$ cat src/hw/rtl/crc8_checked_frame_receiver_assert.svh
// assertion macros shared by the receiver modules
`ifndef CRC8_CHECKED_FRAME_RECEIVER_ASSERT_SVH
`define CRC8_CHECKED_FRAME_RECEIVER_ASSERT_SVH
`ifndef NO_ASSERTIONS
// property must hold at every clock edge outside reset
`define CRC8FR_ASSERT(lbl, prop) \
  lbl: assert property (@(posedge clk) disable iff (!rst_n) prop) \
    else $error("crc8fr assertion failed");
// condition must never be true outside reset
`define CRC8FR_NEVER(lbl, cond) \
  lbl: assert property (@(posedge clk) disable iff (!rst_n) !(cond)) \
    else $error("crc8fr forbidden condition seen");
`else
`define CRC8FR_ASSERT(lbl, prop)
`define CRC8FR_NEVER(lbl, cond)
`endif
`endif

$ cat src/hw/rtl/crc8fr_pkg.sv
`default_nettype none
package crc8fr_pkg;

  localparam int WORD_COUNT = 10;
  localparam int OUT_WORDS  = 10;
  localparam int WORD_W     = 32;
  localparam int WIDX_W     = (WORD_COUNT > 1) ? $clog2(WORD_COUNT) : 1;

  localparam int Q_DEPTH    = 4;
  localparam int Q_PTR_W    = $clog2(Q_DEPTH);
  localparam int Q_CNT_W    = $clog2(Q_DEPTH + 1);

  localparam logic [7:0] CRC_POLY  = 8'h8C;
  localparam logic [7:0] CHAR_CR   = 8'h0D;
  localparam logic [7:0] CHAR_LF   = 8'h0A;
  localparam logic [7:0] HDR0_RST  = 8'h55;
  localparam logic [7:0] HDR1_RST  = 8'hAA;

  localparam logic [5:0] POS_HDR0      = 6'd0;
  localparam logic [5:0] POS_HDR1      = 6'd1;
  localparam logic [5:0] POS_WORD0     = 6'd3;
  localparam logic [5:0] CRC_SPAN      = 6'd42;
  localparam logic [5:0] CRC_POS       = 6'd43;
  localparam logic [5:0] LAST_KEPT     = 6'd45;
  localparam logic [5:0] POS_MAX       = 6'd63;

  localparam logic CFG_HEADER_FIRST  = 1'b0;
  localparam logic CFG_HEADER_SECOND = 1'b1;

  typedef enum logic [1:0] {
    ST_OK    = 2'd0,
    ST_HDR   = 2'd1,
    ST_SHORT = 2'd2,
    ST_CRC   = 2'd3
  } status_t;

  typedef logic [WORD_W-1:0] word_t;
  typedef word_t [OUT_WORDS-1:0] word_arr_t;

  // one classified byte travelling from front to back
  typedef struct packed {
    logic [7:0] data;
    logic [5:0] pos;
    logic       frame_end;
  } q_entry_t;

  typedef struct packed {
    logic [7:0] first;
    logic [7:0] second;
  } hdr_cfg_t;

  function automatic logic [7:0] crc8_byte(input logic [7:0] crc, input logic [7:0] b);
    logic [7:0] c;
    c = crc ^ b;
    for (int k = 0; k < 8; k++) begin
      c = c[0] ? ((c >> 1) ^ CRC_POLY) : (c >> 1);
    end
    return c;
  endfunction

endpackage
`default_nettype wire

$ cat src/hw/rtl/crc8fr_front.sv
`default_nettype none
`include "crc8_checked_frame_receiver_assert.svh"
module crc8fr_front (
  input  logic                  clk,
  input  logic                  rst_n,
  input  logic                  in_valid,
  output logic                  in_ready,
  input  logic [7:0]            in_rx_byte,
  output logic                  q_push,
  output crc8fr_pkg::q_entry_t  q_wr,
  input  logic                  q_full
);
  import crc8fr_pkg::*;

  logic [5:0] pos_r, pos_nxt;
  logic       last_cr_r, last_cr_nxt;
  logic       frame_end;

  assign in_ready  = !q_full;
  assign q_push    = in_valid && in_ready;
  assign frame_end = last_cr_r && (in_rx_byte == CHAR_LF);

  assign q_wr.data      = in_rx_byte;
  assign q_wr.pos       = pos_r;
  assign q_wr.frame_end = frame_end;

  always_comb begin
    pos_nxt     = pos_r;
    last_cr_nxt = last_cr_r;
    if (q_push) begin
      if (frame_end) begin
        pos_nxt     = '0;
        last_cr_nxt = 1'b0;
      end else begin
        last_cr_nxt = (in_rx_byte == CHAR_CR);
        if (pos_r != POS_MAX) begin
          pos_nxt = pos_r + 6'd1;
        end
      end
    end
  end

  always_ff @(posedge clk) begin
    if (!rst_n) begin
      pos_r     <= '0;
      last_cr_r <= 1'b0;
    end else begin
      pos_r     <= pos_nxt;
      last_cr_r <= last_cr_nxt;
    end
  end

  `CRC8FR_ASSERT(a_front_end_clears_pos, (q_push && frame_end) |=> (pos_r == '0 && !last_cr_r))

endmodule
`default_nettype wire

$ cat src/hw/rtl/crc8fr_queue.sv
`default_nettype none
`include "crc8_checked_frame_receiver_assert.svh"
module crc8fr_queue (
  input  logic                  clk,
  input  logic                  rst_n,
  input  logic                  push,
  input  crc8fr_pkg::q_entry_t  wr,
  output logic                  full,
  input  logic                  pop,
  output crc8fr_pkg::q_entry_t  head,
  output logic                  head_valid
);
  import crc8fr_pkg::*;

  q_entry_t             entry_r [Q_DEPTH];
  logic [Q_PTR_W-1:0]   wr_ptr_r, rd_ptr_r;
  logic [Q_CNT_W-1:0]   count_r, count_nxt;
  logic                 do_push, do_pop;

  assign full       = (count_r == Q_CNT_W'(Q_DEPTH));
  assign head_valid = (count_r != '0);
  assign head       = entry_r[rd_ptr_r];
  assign do_push    = push && !full;
  assign do_pop     = pop && head_valid;

  always_comb begin
    count_nxt = count_r;
    case ({do_push, do_pop})
      2'b10:   count_nxt = count_r + Q_CNT_W'(1);
      2'b01:   count_nxt = count_r - Q_CNT_W'(1);
      default: count_nxt = count_r;
    endcase
  end

  always_ff @(posedge clk) begin
    if (!rst_n) begin
      wr_ptr_r <= '0;
      rd_ptr_r <= '0;
      count_r  <= '0;
    end else begin
      count_r <= count_nxt;
      if (do_push) wr_ptr_r <= wr_ptr_r + Q_PTR_W'(1);
      if (do_pop)  rd_ptr_r <= rd_ptr_r + Q_PTR_W'(1);
    end
  end

  always_ff @(posedge clk) begin
    if (do_push) begin
      entry_r[wr_ptr_r] <= wr;
    end
  end

  `CRC8FR_NEVER(a_queue_overfill, count_r > Q_CNT_W'(Q_DEPTH))
  `CRC8FR_NEVER(a_queue_pop_empty, pop && !head_valid)

endmodule
`default_nettype wire

$ cat src/hw/rtl/crc8fr_back.sv
`default_nettype none
`include "crc8_checked_frame_receiver_assert.svh"
module crc8fr_back (
  input  logic                  clk,
  input  logic                  rst_n,
  input  crc8fr_pkg::q_entry_t  q_head,
  input  logic                  q_valid,
  output logic                  q_pop,
  input  crc8fr_pkg::hdr_cfg_t  hdr,
  output logic                  out_valid,
  input  logic                  out_ready,
  output logic [1:0]            out_status,
  output crc8fr_pkg::word_arr_t out_words
);
  import crc8fr_pkg::*;

  localparam logic [3:0] WORD_LIM = 4'(WORD_COUNT);

  word_t       payload_r [WORD_COUNT];
  logic [7:0]  crc_r, crc_nxt;
  logic [7:0]  rcv_r, rcv_nxt;
  logic        hdr_good_r, hdr_good_nxt;
  logic        out_valid_r, out_valid_nxt;
  status_t     out_status_r, status_c;
  word_arr_t   out_words_r, words_c;

  logic        kept;
  logic [5:0]  off;
  logic [3:0]  widx_full;
  logic [1:0]  lane;
  logic        store_en;
  logic        emit;

  // back end stalls only when a frame end meets a full output register
  assign q_pop = q_valid && (!q_head.frame_end || !out_valid_r || out_ready);
  assign emit  = q_pop && q_head.frame_end;

  assign kept      = (q_head.pos <= LAST_KEPT);
  assign off       = q_head.pos - POS_WORD0;
  assign widx_full = off[5:2];
  assign lane      = off[1:0];
  assign store_en  = kept && (q_head.pos >= POS_WORD0) && (widx_full < WORD_LIM);

  always_comb begin
    hdr_good_nxt = hdr_good_r;
    crc_nxt      = crc_r;
    rcv_nxt      = rcv_r;
    if (kept) begin
      if (q_head.pos == POS_HDR0 && q_head.data != hdr.first)  hdr_good_nxt = 1'b0;
      if (q_head.pos == POS_HDR1 && q_head.data != hdr.second) hdr_good_nxt = 1'b0;
      if (q_head.pos < CRC_SPAN) crc_nxt = crc8_byte(crc_r, q_head.data);
      if (q_head.pos == CRC_POS) rcv_nxt = q_head.data;
    end
  end

  always_comb begin
    if (!hdr_good_nxt) begin
      status_c = ST_HDR;
    end else if (q_head.pos < LAST_KEPT) begin
      status_c = ST_SHORT;
    end else if (crc_nxt != rcv_nxt) begin
      status_c = ST_CRC;
    end else begin
      status_c = ST_OK;
    end
  end

  for (genvar k = 0; k < OUT_WORDS; k++) begin : g_words
    if (k < WORD_COUNT) begin : g_used
      assign words_c[k] = (status_c == ST_OK) ? payload_r[k] : '0;
    end else begin : g_unused
      assign words_c[k] = '0;
    end
  end

  always_comb begin
    out_valid_nxt = out_valid_r;
    if (emit) begin
      out_valid_nxt = 1'b1;
    end else if (out_ready) begin
      out_valid_nxt = 1'b0;
    end
  end

  always_ff @(posedge clk) begin
    if (!rst_n) begin
      crc_r       <= '0;
      rcv_r       <= '0;
      hdr_good_r  <= 1'b1;
      out_valid_r <= 1'b0;
    end else begin
      out_valid_r <= out_valid_nxt;
      if (emit) begin
        crc_r      <= '0;
        rcv_r      <= '0;
        hdr_good_r <= 1'b1;
      end else if (q_pop) begin
        crc_r      <= crc_nxt;
        rcv_r      <= rcv_nxt;
        hdr_good_r <= hdr_good_nxt;
      end
    end
  end

  always_ff @(posedge clk) begin
    if (emit) begin
      out_status_r <= status_c;
      out_words_r  <= words_c;
    end
    if (q_pop && store_en) begin
      payload_r[widx_full[WIDX_W-1:0]][lane*8 +: 8] <= q_head.data;
    end
  end

  assign out_valid  = out_valid_r;
  assign out_status = out_status_r;
  assign out_words  = out_words_r;

  `CRC8FR_ASSERT(a_back_err_words_zero, (out_valid_r && out_status_r != ST_OK) |-> (out_words_r == '0))
  `CRC8FR_NEVER(a_back_no_overwrite, emit && out_valid_r && !out_ready)

endmodule
`default_nettype wire

$ cat src/hw/rtl/crc8_checked_frame_receiver.sv
// result path: a frame's accepted closing lf byte is written into the byte queue, popped by
// the back end once every byte queued ahead of it has gone, and then sets the registered out_valid
// throughput: one byte per cycle while the byte queue has room; the back end holds only when
// a frame end meets a result waiting on out_ready, and the front once the four-entry queue fills
// reset: synchronous, active low rst_n; clears frame state, queue and output valid,
// and loads the header registers with 0x55 and 0xaa; stored payload words are not cleared
`default_nettype none
module crc8_checked_frame_receiver (
  input  logic        clk,
  input  logic        rst_n,
  // byte stream in
  input  logic        in_valid,
  output logic        in_ready,
  input  logic [7:0]  in_rx_byte,
  // frame results out
  output logic        out_valid,
  input  logic        out_ready,
  output logic [1:0]  out_status,
  output logic [31:0] out_word0,
  output logic [31:0] out_word1,
  output logic [31:0] out_word2,
  output logic [31:0] out_word3,
  output logic [31:0] out_word4,
  output logic [31:0] out_word5,
  output logic [31:0] out_word6,
  output logic [31:0] out_word7,
  output logic [31:0] out_word8,
  output logic [31:0] out_word9,
  // header register writes
  input  logic        cfg_valid,
  output logic        cfg_ready,
  input  logic        cfg_index,
  input  logic [7:0]  cfg_data
);
  import crc8fr_pkg::*;

  hdr_cfg_t   hdr_r;
  q_entry_t   q_wr, q_head;
  logic       q_push, q_full, q_pop, q_valid;
  word_arr_t  words;

  // register port never stalls; the user must write only while the block is idle, the block does not enforce it
  assign cfg_ready = 1'b1;

  always_ff @(posedge clk) begin
    if (!rst_n) begin
      hdr_r.first  <= HDR0_RST;
      hdr_r.second <= HDR1_RST;
    end else if (cfg_valid && cfg_ready) begin
      case (cfg_index)
        CFG_HEADER_FIRST:  hdr_r.first  <= cfg_data;
        CFG_HEADER_SECOND: hdr_r.second <= cfg_data;
        default:           hdr_r        <= hdr_r;
      endcase
    end
  end

  // front: counts frame position and spots the cr lf terminator
  crc8fr_front u_front (
    .clk        (clk),
    .rst_n      (rst_n),
    .in_valid   (in_valid),
    .in_ready   (in_ready),
    .in_rx_byte (in_rx_byte),
    .q_push     (q_push),
    .q_wr       (q_wr),
    .q_full     (q_full)
  );

  // short queue so the front keeps taking bytes while a result waits
  crc8fr_queue u_queue (
    .clk        (clk),
    .rst_n      (rst_n),
    .push       (q_push),
    .wr         (q_wr),
    .full       (q_full),
    .pop        (q_pop),
    .head       (q_head),
    .head_valid (q_valid)
  );

  // back: header check, crc-8, payload capture and the result register
  crc8fr_back u_back (
    .clk        (clk),
    .rst_n      (rst_n),
    .q_head     (q_head),
    .q_valid    (q_valid),
    .q_pop      (q_pop),
    .hdr        (hdr_r),
    .out_valid  (out_valid),
    .out_ready  (out_ready),
    .out_status (out_status),
    .out_words  (words)
  );

  assign out_word0 = words[0];
  assign out_word1 = words[1];
  assign out_word2 = words[2];
  assign out_word3 = words[3];
  assign out_word4 = words[4];
  assign out_word5 = words[5];
  assign out_word6 = words[6];
  assign out_word7 = words[7];
  assign out_word8 = words[8];
  assign out_word9 = words[9];

endmodule
`default_nettype wire

$ cat config.mk
export PLATFORM = sky130hd
export DESIGN_NAME = crc8_checked_frame_receiver
export DESIGN_NICKNAME = d
export VERILOG_FILES = /design/src/hw/rtl/crc8fr_pkg.sv /design/src/hw/rtl/crc8fr_front.sv /design/src/hw/rtl/crc8fr_queue.sv /design/src/hw/rtl/crc8fr_back.sv /design/src/hw/rtl/crc8_checked_frame_receiver.sv
export VERILOG_INCLUDE_DIRS = /design/src /design/src/hw/rtl
export SDC_FILE = /design/constraint.sdc
export NUM_CORES = 1
export LEC_CHECK = 0
export BUFFER_PORTS_ARGS = -buffer_cell sky130_fd_sc_hd__buf_2
export CAP_MARGIN = 20
export CORE_ASPECT_RATIO = 1.5
export CORE_MARGIN = 1.5
export CORE_UTILIZATION = 49
export CTS_BUF_LIST = sky130_fd_sc_hd__clkbuf_16
export CTS_CLUSTER_SIZE = 28
export DETAILED_ROUTE_END_ITERATION = 8
export PLACE_DENSITY_LB_ADDON = 0.12
export SETUP_SLACK_MARGIN = 0.3
export SLEW_MARGIN = 20
export SYNTH_ARGS = -nofsm -noshare
export SYNTH_HDL_FRONTEND = slang
export SYNTH_SLANG_ARGS = --single-unit
$ cat constraint.sdc
create_clock -name clk -period 10.8 [get_ports clk]
set_input_delay 2.16 -clock clk [delete_from_list [all_inputs] [get_ports clk]]
set_output_delay 2.16 -clock clk [all_outputs]
set_load 0.005 [all_outputs]
==> results of run 1 <==
layout make-up:
type	instances	area (sq um)
fill	5153	28110
sequential	752	22090
multi-input combinational	1103	8671
timing repair buffer	374	2062
clock buffer	75	1877
tap	870	1089
clock inverter	50	380.4
inverter	13	56.30
worst max-delay path: cells and delay by family (launching register included):
kind            cells  cell delay (ns)
flops               1             0.33
compound gates      2             0.64
simple gates        4             1.42
xor+xnor            1             0.10
buf+inv             2             1.41
mux                 2             1.00
fa+ha+maj           1             0.33
cell families after synthesis:
family,Yosys count,share of synthesized area (%)
buffers and inverters,218,3.639
AO/OA/AOI/OAI,72,1.513
XOR/XNOR,60,1.831
other,1,0.01178
AND/OR/NAND/NOR,911,21.03
flip-flops,752,69.36
multiplexers,46,2.087
adder cells (fa/ha/maj),13,0.5345
sequential cells by signal, summed over array words and instances (netlist names), named ones only:
| name | flops |
|---|---|
| u_back.out_valid | 1 |
| u_queue.entry_r | 60 |
| u_back.out_words | 320 |
| u_back.hdr_good_r | 1 |
| u_queue.rd_ptr_r | 2 |
| u_front.last_cr_r | 1 |
| u_back.crc_r | 8 |
| u_back.payload_r | 320 |
| hdr_r | 16 |
| u_back.out_status | 2 |
| u_queue.wr_ptr_r | 2 |
| u_back.rcv_r | 8 |
| u_queue.count_r | 3 |
| u_front.pos_r | 6 |
stage by stage:
| step | instances | area (sq um) | hold slack [ns] | setup slack [ns] |
|---|---|---|---|---|
| 6_report | 3237 | 36220 | 0.4831 | 5.078 |
| 5_1_grt | 3237 | 36220 | 0.5017 | 4.726 |
| 4_1_cts | 3234 | 36140 | 0.4888 | 5.056 |
| 3_5_place_dp | 3109 | 33890 | 0.4799 | 5.093 |
| 3_3_place_gp | 3109 | 33870 | 0.4675 | 5.214 |
| 2_1_floorplan | 2073 | 31840 | 0.4545 | 1.113 |
layer usage:
metal	part of all wire [%]	track usage, %	routed length, microns	up-vias
li1	-	-	-	8504
met1	39	33.24	34270	9791
met2	52	45.02	45390	679
met3	5.7	4.214	4979	144
met4	3.9	10.99	3439	0
met5	0	0	0	-
layout by cell type (no fill, tap or decap), drive strengths merged, types with 16 or more instances in the layout:
cell	count
xor2	16
clkinv	22
edfxtp	702
a21oi	24
mux2i	21
dfxtp	50
xnor2	42
inv	33
nor4	328
nand2	73
nand3	334
clkbuf	75
nor2	121
buf	374
worst max path at each step:
stage / from / cells after the start / endpoint
2_1_floorplan: out_ready / 5 / u_back.out_status[0]
3_3_place_gp: flop / 12 / u_back.out_words[268]
3_5_place_dp: flop / 12 / u_back.out_words[261]
4_1_cts: flop / 12 / u_back.out_words[267]
5_1_grt: flop / 12 / u_back.out_words[265]
6_report: flop / 12 / u_back.out_words[265]
==> results.md, run 1 <==
- Tmin final: 5.722 ns
- DR DRC count: 0
- Top-count cell post-synth: edfxtp_1
- Cell depth of the worst flop-to-flop path: 12
- Largest net degree at the start of global routing: around 200
- WL/cell: 27.21 microns
- Starting Density: roughly half
- Final #Nets: 2,350
- Clock root buffer: clkbuf_16
- Chip height: between 300 and 400 microns
- Main synth FF type: edfxtp_1
- Max-cap violation count: 0
- Post-Syn Area per Cell: ~15 sq um
- Worst-path clk slew: 0.06 ns
- Worst setup SP type: flop
- Clk sink count: 752
- Reg-to-reg setup timing slack: 5.08 ns
- CP Cell Sequence: buf_4 -> mux4_2 -> ha_1 -> nand2_1 -> o22a_1 -> or3_1 -> mux2i_2 -> xor2_1 -> a21oi_1 -> or2_4 -> buf_4 -> nor4_2
- Seq/Total Area, Yosys: roughly 69%
- DP Wirelength: 55.33 mm
- Post-synthesis async set-or-reset flop share: 0%
- Vias per Instance: roughly 6
- Most used cell, CP: buf_4
- Post-CTS Repair Setup Buffers: 0
- Synth cell count leaders: 702 x edfxtp_1, 334 x nand3_1, 300 x nor4_2
- Yosys cell types: between 50 and 60
- Worst-margin pin slew: 1.235 ns
- Layout cells sized above 1: a little over a third
- Hold endpoint: hdr_r[1]
- EDFF count, synth: between 700 and 800
- Num CTS Buffers: 71
- Vias in the first global route: 18,910
- Syn Std Cell Area: 0.03184 sq mm
- Hold_buf cts: 0
- CP Class: reg2reg
- First-pass GRT wire length: 127.2 mm
- Post-CTS Resized: 0
- Post-Route Skew: 0.01985 ns
- Syn_nets: about 2,100
- Run status: completed
- Total Wirelength: around 88 mm
- Rows: 114
- Initial drt markers: approximately 1,700
- Synth top area share: about two thirds
- GRT Overall Usage: 26.31%
- Later-pin clock latency in the skew report: about 0.61 ns
- Unrepaired setup endpoints after global routing: false
- Slew Limit Headroom: between 10% and 20%
- Hold Crit Depth: 2
- H-tree levels: 3
- Final critical-path share of the clock period: ~53%
- Final hold vios: 0
- Core Box Area: 0.06433 sq mm
- Die width: 211.1 microns
- Final TNS setup: 0 ns
- TritonCTS clock tree: yes
- #FFs+latches synth: 752
- Arrival time worst endpoint: between 6 and 7 ns
- Final GP Congestion: 0.8535
- Leading post-synthesis cells by cell area: edfxtp_1 66%, nor4_2 12%, nand3_1 5.3%, dfxtp_1 3.1%, nor2_1 1.4%
- Post-synth top area cell: edfxtp_1
- Routed Antenna Nets: 0
- Min-delay src: hdr_r[1]
- Crit end category: flop
- Hold Path Class: reg2reg
- Port Buffer Count: 345
- CP required: 11.10 ns
- # IOs: 347
- R2r endpoint: u_back.out_words[265]
- Post-Synthesis Cells: roughly 2,100
- # setup viols final: 0
- Worst-case clock buffer depth: 3
- DR vias: around 19,000
- N_diodes: 0
- DR pass1 iterations: 5
- Yosys warns: 0
- Die area: roughly 0.067 sq mm
- Final core utilization: around 56%
- Crit-path slowest cell: buf_4
- Worst Path Max Fanout: 65
- Area added between synthesis and finish: 13.77%
- Slew Viols, Final: 0
- Max Clock Freq: approximately 0.17 GHz
- CP peak stage delay: about 0.94 ns
- GR Overflow Total: 0
- Initial antenna violation count: 5
Power of run 1 is left out: the tool's default activity adds up to more than one toggle a clock period on the data nets, which glitch-free logic cannot reach.
==> inputs of run 2 (changes only) <==
--- a/config.mk
+++ b/config.mk
@@ -6,6 +6,7 @@
 export SDC_FILE = /design/constraint.sdc
 export NUM_CORES = 1
 export LEC_CHECK = 0
+export ABC_AREA = 1
 export BUFFER_PORTS_ARGS = -buffer_cell sky130_fd_sc_hd__buf_2
 export CAP_MARGIN = 20
 export CORE_ASPECT_RATIO = 1.5
==> constraint.sdc (replaced) <==
create_clock -name clk -period 5.8 [get_ports clk]
set_input_delay 1.16 -clock clk [delete_from_list [all_inputs] [get_ports clk]]
set_output_delay 1.16 -clock clk [all_outputs]
set_load 0.005 [all_outputs]
==> results.md, run 2 <==
- Run status: completed
- Routed Antenna Nets: 0 (unchanged)
- Port Buffer Count: 345 (unchanged)
- Post-Syn Area per Cell: 13.51 sq um (-12%)
- Chip height: 300.1 microns (-4.8%)
- Final hold slack: 0.5018 ns (+0.01873 ns)
- Final hold vios: 0 (unchanged)
- Peak supply drop: 0.4794 mV
- H-tree levels: 3 (unchanged)
- Worst setup endpoint: u_back.payload_r[7][23]
- CP Cell Sequence: buf_4 -> inv_2 -> nand2_1 -> nand3_1 -> nand2_1 -> inv_1 -> ha_1 -> inv_1 -> nand2_1 -> xor2_1 -> inv_1 -> a21oi_1 -> nor4_1 -> nand2_1 -> nor2_1
- Most common cell after layout, fill and taps aside: edfxtp_1
- Slew Viols, Final: 0 (unchanged)
- CP bufs+invs: 5 (+3)
- DR pass1 iterations: 5 (unchanged)
- Hold_buf cts: 0 (unchanged)
- # setup viols final: 0 (unchanged)
- Final critical-path share of the clock period: 80.24% (+27 points)
- Post-CTS Repair Setup Buffers: 0 (unchanged)
- Cell depth of the worst flop-to-flop path: 15 (+3)
- WL met1: 25.29 mm (-26%)
- Worst setup SP type: flop
- #FFs+latches synth: 752 (unchanged)
- EDFF count, synth: 702 (unchanged)
- Initial antenna violation count: 0 (-5)
- DP Wirelength: 47.51 mm (-14%)
- Slew Limit Headroom: 25.01% (+8.2 points)
- Area added between synthesis and finish: 16.09%
- Synth top area share: 73.10% (+6.9 points)
- Starting Density: 49.75% (+0.25 points)
- Most used cell, CP: nand2_1
- Met3 Wirelength: 3.238 mm (-35%)
- WL/cell: 20.18 microns (-26%)
- Final GP Congestion: 0.8528 (about the same)
- Die width: 201.1 microns (-4.8%)
- Top Layer Used: met4
- CP Class: reg2reg
- Clock root buffer: clkbuf_16
- R2r endpoint: u_back.payload_r[7][23]
- Commonest cells after routing, fill and taps aside: 702 x edfxtp_1, 413 x inv_1, 345 x buf_2
- Worst-case clock buffer depth: 3 (unchanged)
- Post-CTS Resized: 0 (unchanged)
- Top-count cell post-synth: edfxtp_1
- Rows: 108 (-5.3%)
- DR DRC count: 0 (unchanged)
- GRT Overall Usage: 22.62% (-3.7 points)
- Post-synth top area cell: edfxtp_1
- DR vias: 16,180 (-15%)
- Crit end category: flop
- Synth cell count leaders: 702 x edfxtp_1, 402 x inv_1, 247 x nand2_1
- Yosys cell types: 46 (-19%)
- TritonCTS clock tree: yes
- Core Box Area: 0.05797 sq mm (-9.9%)
- Syn Std Cell Area: 0.02884 sq mm (-9.4%)
- Met2 wire length: 36.41 mm (-20%)
- Layout fillers: 4,690 (-9.0%)
- Post-Synthesis Cells: 2,135 (+3.0%)
- Later-pin clock latency in the skew report: 0.61 ns (about the same)
- Hold Path Class: reg2reg
- Leading post-synthesis cells by cell area: edfxtp_1 73%, inv_1 5.2%, nor2_2 4.0%, dfxtp_1 3.5%, nand2_1 3.2%
- Power Total: approximately 18 mW
- Num CTS Buffers: 70 (-1.4%)
- CP required: 6.03 ns (-5.07 ns)
- Power per Cell Area: between 500 and 600 mW/mm^2
- First-pass GRT wire length: 100.0 mm (-21%)
- Max-cap violation count: 0 (unchanged)
- Post-Route Skew: 0.02649 ns (+0.006639 ns)
- Clk sink count: 752 (unchanged)
- Crit-path slowest cell: nor2_1
- Worst Path Max Fanout: 32 (-51%)
- CP delay by family, top: simple AND/OR/NAND/NOR gates
- Multi-input gate area: 0.004686 sq mm (-46%)
- Syn_nets: 2,170 (+2.9%)
- Seq/Total Area, Yosys: 76.57% (+7.2 points)
- Total Wirelength: 67.50 mm (-23%)
- Vias per Instance: 4.837 (-18%)
- Max Clock Freq: 0.2149 GHz (+23%)
- Register area: 0.02208 sq mm (about the same)
- Main synth FF type: edfxtp_1
- GR Overflow Total: 0 (unchanged)
- Arrival time worst endpoint: 4.88 ns (-1.14 ns)
- Worst-margin pin slew: 1.121 ns (-0.1139 ns)
- # IOs: 347 (unchanged)
- Levels on crit path: 15 (+3)
- Initial drt markers: 974 (-42%)
- Final #Nets: 2,557 (+8.8%)
- Worst-path clk slew: 0.06 ns (about the same)
- Layout cells sized above 1: 27.07% (-8.2 points)
- Leak: about 14 nW
- Hold Crit Depth: 2 (unchanged)
- Die area: 0.06035 sq mm (-9.3%)
- Vias in the first global route: 16,200 (-14%)
- Reg-to-reg setup timing slack: 1.15 ns (-3.93 ns)
- Tmin final: 4.654 ns (-1.068 ns)
- N_diodes: 0 (unchanged)
- Yosys warns: 0 (unchanged)
- Unrepaired setup endpoints after global routing: false
- Post-synthesis async set-or-reset flop share: 0% (unchanged)
- CP peak stage delay: 0.78 ns (-0.16 ns)
- Largest net degree at the start of global routing: 152 (-24%)
-- run 2: cell count changes after synthesis, moves of 109 or more --
cell,before,now
nor2_2,0,184
nor2_1,121,238
clkbuf_1,115,6
nand2_1,73,247
inv_1,13,402
nor4_2,300,0
nand3_1,334,87
-- run 2: routing by layer --
layer	global-route usage, %	up-vias
met1	26.01	7827
met3	3.403	104
met2	41.84	507
met4	9.613	0
li1	-	7743
met5	0	-
-- run 2: power breakdown --
group	internal (mW)	switching (mW)	total, mW
logic	1.25	3.63	4.88
clock network	2.54	1.94	4.48
registers	7.73	0.466	8.20
-- run 2: per-stage QoR --
stage                     cell area [sq um]  setup WS, ns  utilization (%)  cells  setup TNS (ns)
after CTS                             33460         1.218            57.72   3344               0
after global routing                  33480        0.7682            57.75   3345               0
after floorplan                       28890       -0.9511                -   2135         -306.26
after detailed placement              31230         1.247            53.87   3219               0
after global placement                31230         1.415            53.87   3219               0
final                                 33480         1.146            57.75   3345               0
-- run 2: area by class of cell --
cell class,instances,share of cell area (%)
Timing Repair Buffer,370,5.842
Clock inverter,51,1.144
Multi-Input combinational cell,919,14.00
Tap cell,770,2.878
Inverter,409,4.649
Sequential cell,752,65.96
Clock buffer,74,5.531
-- run 2: worst register-to-register path, delay by kind of cell, from the launching register on --
kind	cells	cell delay [ns]
AND/OR/NAND/NOR	7	2.50
buffers and inverters	5	0.97
flip-flops	1	0.31
adder cells (fa/ha/maj)	1	0.25
XOR/XNOR	1	0.16
AO/OA/AOI/OAI	1	0.07
-- run 2: worst min path at each step --
stage / slack [ns] / startpoint / to
2_1_floorplan: 0.44 / u_back.hdr_good_r / u_back.hdr_good_r
3_3_place_gp: 0.45 / u_back.hdr_good_r / u_back.hdr_good_r
3_5_place_dp: 0.46 / u_back.hdr_good_r / u_back.hdr_good_r
4_1_cts: 0.50 / hdr_r[14] / hdr_r[14]
5_1_grt: 0.51 / hdr_r[4] / hdr_r[4]
6_report: 0.50 / hdr_r[10] / hdr_r[10]
-- run 2: cells by family (layout without fill, tap and decap cells) --
family / Yosys count / after routing / share of synthesized area [%]
compound gates: 79 / 79 / 1.562
xor+xnor: 17 / 17 / 0.5163
fa+ha+maj: 13 / 13 / 0.5901
buf+inv: 464 / 904 / 7.293
flops: 752 / 752 / 76.57
other cells: 1 / 1 / 0.01300
simple gates: 809 / 809 / 13.45
Power figures use the tool's default switching activity.
==> inputs of run 3 (changes only) <==
==> constraint.sdc (replaced) <==
create_clock -name clk -period 4 [get_ports clk]
set_input_delay 0.8 -clock clk [delete_from_list [all_inputs] [get_ports clk]]
set_output_delay 0.8 -clock clk [all_outputs]
set_load 0.005 [all_outputs]
==> results.md, run 3 (synthesized netlist as in run 2, its figures left out) <==
- Total Wirelength: 67.35 mm (-0.22%)
- Crit-path slowest cell: o21ai_0
- Worst-case clock buffer depth: 3 (unchanged)
- Worst setup SP type: flop
- Final #Nets: 2,630 (+2.9%)
- Final hold vios: 0 (unchanged)
- Final GP Congestion: 0.8788 (+3.0%)
- Leak: 14.22 nW (+2.8%)
- DP Wirelength: 47.98 mm (+1.0%)
- CP Class: reg2reg
- Clock root buffer: clkbuf_16
- Port Buffer Count: 345 (unchanged)
- Die area: 0.06035 sq mm (unchanged)
- Most common cell after layout, fill and taps aside: edfxtp_1
- Hold Crit Depth: 3 (+1)
- CP required: 4.35 ns (-1.68 ns)
- Combinational share of power: 28.7% (+0.9 points)
- # setup viols final: 0 (unchanged)
- Crit end category: flop
- Final critical-path share of the clock period: 85.16% (+4.9 points)
- Placed instance count: 3,290 (+2.2%)
- Max-cap violation count: 0 (unchanged)
- Starting Density: 49.75% (unchanged)
- Hold endpoint: hdr_r[5]
- Slew Limit Headroom: 26.36% (+1.3 points)
- Sequential Power Share: 46.6% (about the same)
- Min-delay src: cfg_data[5]
- Hold_buf cts: 0 (unchanged)
- Hold Path Class: in2reg
- Core Box Area: 0.05797 sq mm (unchanged)
- CP peak stage delay: 0.37 ns (-0.41 ns)
- Die width: 201.1 microns (unchanged)
- Area after DPL: 0.03183 sq mm (+1.9%)
- Arrival time worst endpoint: 3.75 ns (-1.13 ns)
- CP Cell Sequence: buf_6 -> nand2_1 -> nand3_1 -> nand2_1 -> inv_1 -> ha_1 -> inv_1 -> nor2_4 -> buf_12 -> buf_4 -> o21ai_0 -> nand3_1 -> nand3_1 -> nor2_2 -> nand4_4 -> buf_12 -> buf_12 -> nor2_1
- Non-Filler Instances: 3,415 (+2.1%)
- Rows: 108 (unchanged)
- DR DRC count: 0 (unchanged)
- Sw Ratio: 34.02% (-0.37 points)
- GR Overflow Total: 0 (unchanged)
- Run status: completed
- Final hold slack: 0.4258 ns (-0.07602 ns)
- First-pass GRT wire length: 99.07 mm (-0.94%)
- Peak supply drop: 0.7833 mV (+63%)
- DR vias: 16,390 (+1.3%)
- Layout fillers: 4,678 (-0.26%)
- Routed Antenna Nets: 0 (unchanged)
- Pre-CTS WS: 0.3719 ns (-0.8746 ns)
- # IOs: 347 (unchanged)
- Initial antenna violation count: 2 (+2)
- Worst Path Max Fanout: 36 (+13%)
- Initial drt markers: 1,010 (+3.7%)
- Power Total: 25.40 mW (+45%)
- Clk sink count: 752 (unchanged)
- R2r endpoint: u_back.out_words[302]
- WL/cell: 19.72 microns (-2.3%)
- Commonest cells after routing, fill and taps aside: 702 x edfxtp_1, 416 x inv_1, 345 x buf_2
- TritonCTS clock tree: yes
- GRT Overall Usage: 22.39% (-0.23 points)
- Vias in the first global route: 16,290 (+0.57%)
- Clock Power Share: 24.6% (-0.9 points)
- Cell depth of the worst flop-to-flop path: 18 (+3)
- CP delay by family, top: buffers and inverters
- Final TNS setup: 0 ns (unchanged)
- Power per Cell Area: 746.3 mW/mm^2 (+42%)
- Reg-to-reg setup timing slack: 0.59 ns (-0.55 ns)
- NetSw: 8.639 mW (+43%)
- Tmin final: 3.407 ns (-1.247 ns)
- Largest net degree at the start of global routing: 191 (+26%)
- Unrepaired setup endpoints after global routing: false
- Chip height: 300.1 microns (unchanged)
- Later-pin clock latency in the skew report: 0.60 ns (about the same)
- Post-Route Skew: 0.01905 ns (-0.007437 ns)
- CP bufs+invs: 7 (+2)
- Vias per Instance: 4.800 (-0.77%)
- Internal Dissipation: 16.76 mW (+45%)
- Layout cells sized above 1: 29.19% (+2.1 points)
- DR pass1 iterations: 5 (unchanged)
- Max Clock Freq: 0.2935 GHz (+37%)
- Worst-margin pin slew: 1.105 ns (-0.01606 ns)
- H-tree levels: 3 (unchanged)
- Final core utilization: 58.71% (+0.96 points)
- Worst-path clk slew: 0.07 ns (about the same)
- Post-Layout Inst Area: 0.03403 sq mm (+1.7%)
- N_diodes: 0 (unchanged)
- Num CTS Buffers: 69 (-1.4%)
- Area added between synthesis and finish: 18.01%
- Multi-input gate area: 0.004696 sq mm (+0.21%)
- Setup WS post-layout: 0.5934 ns (-0.5525 ns)
- Register area: 0.02208 sq mm (about the same)
- Slew Viols, Final: 0 (unchanged)
-- run 3: cell count changes in the layout (fill, tap and decap cells not counted), sizes merged --
cell,previous run,this run
buf,370,444
clkbuf,74,71
bufinv,5,4
clkinv,29,28
inv,422,423
-- run 3: worst min-delay path, cell delays in order --
cell     delay [ns]
buf_2          0.09
nand2_1        0.05
nand3_1        0.05
-- run 3: how the worst max path moves through the flow --
stage	start	end	slack [ns]	cells past startpoint
final	flop	u_back.out_words[302]	0.59	18
after global routing	flop	u_back.out_words[79]	0.35	20
after CTS	flop	u_back.payload_r[6][9]	0.36	14
after detailed placement	flop	u_back.out_words[100]	0.37	19
after global placement	flop	u_back.out_words[100]	0.45	19
after floorplan	flop	u_back.out_status[0]	-2.49	10
-- run 3: cell type report --
cell class              instances  area share [%]
flip-flops and latches        752           64.89
clock buffers                  71           5.221
well taps                     770           2.831
multi-input cells             919           13.80
inverters                     409           4.551
clock inverters                50           1.040
repair buffers                444           7.673
-- run 3: power by group through the flow --
stage	Clock, mW	Sequential [mW]	Combinational, mW
detailed placement	0	12.0	7.36
finish	6.26	11.8	7.30
global route	6.69	12.0	8.00
floorplan	0	11.5	3.49
CTS	6.39	11.9	7.38
global placement	0	12.0	7.25
-- run 3: routing by layer --
| layer | wire length (microns) | track usage, % | share of wire (%) | vias to the layer above |
|---|---|---|---|---|
| li1 | - | - | - | 7876 |
| met1 | 25280 | 25.61 | 38 | 7933 |
| met2 | 36210 | 41.18 | 54 | 468 |
| met3 | 3306 | 3.902 | 4.9 | 115 |
| met4 | 2550 | 9.470 | 3.8 | 0 |
| met5 | 0 | 0 | 0 | - |
-- run 3: what timing repair did --
item                       4_1_cts  5_1_grt
buffers inserted                 0        4
setup endpoints to repair        0      494
resized for setup                0        9
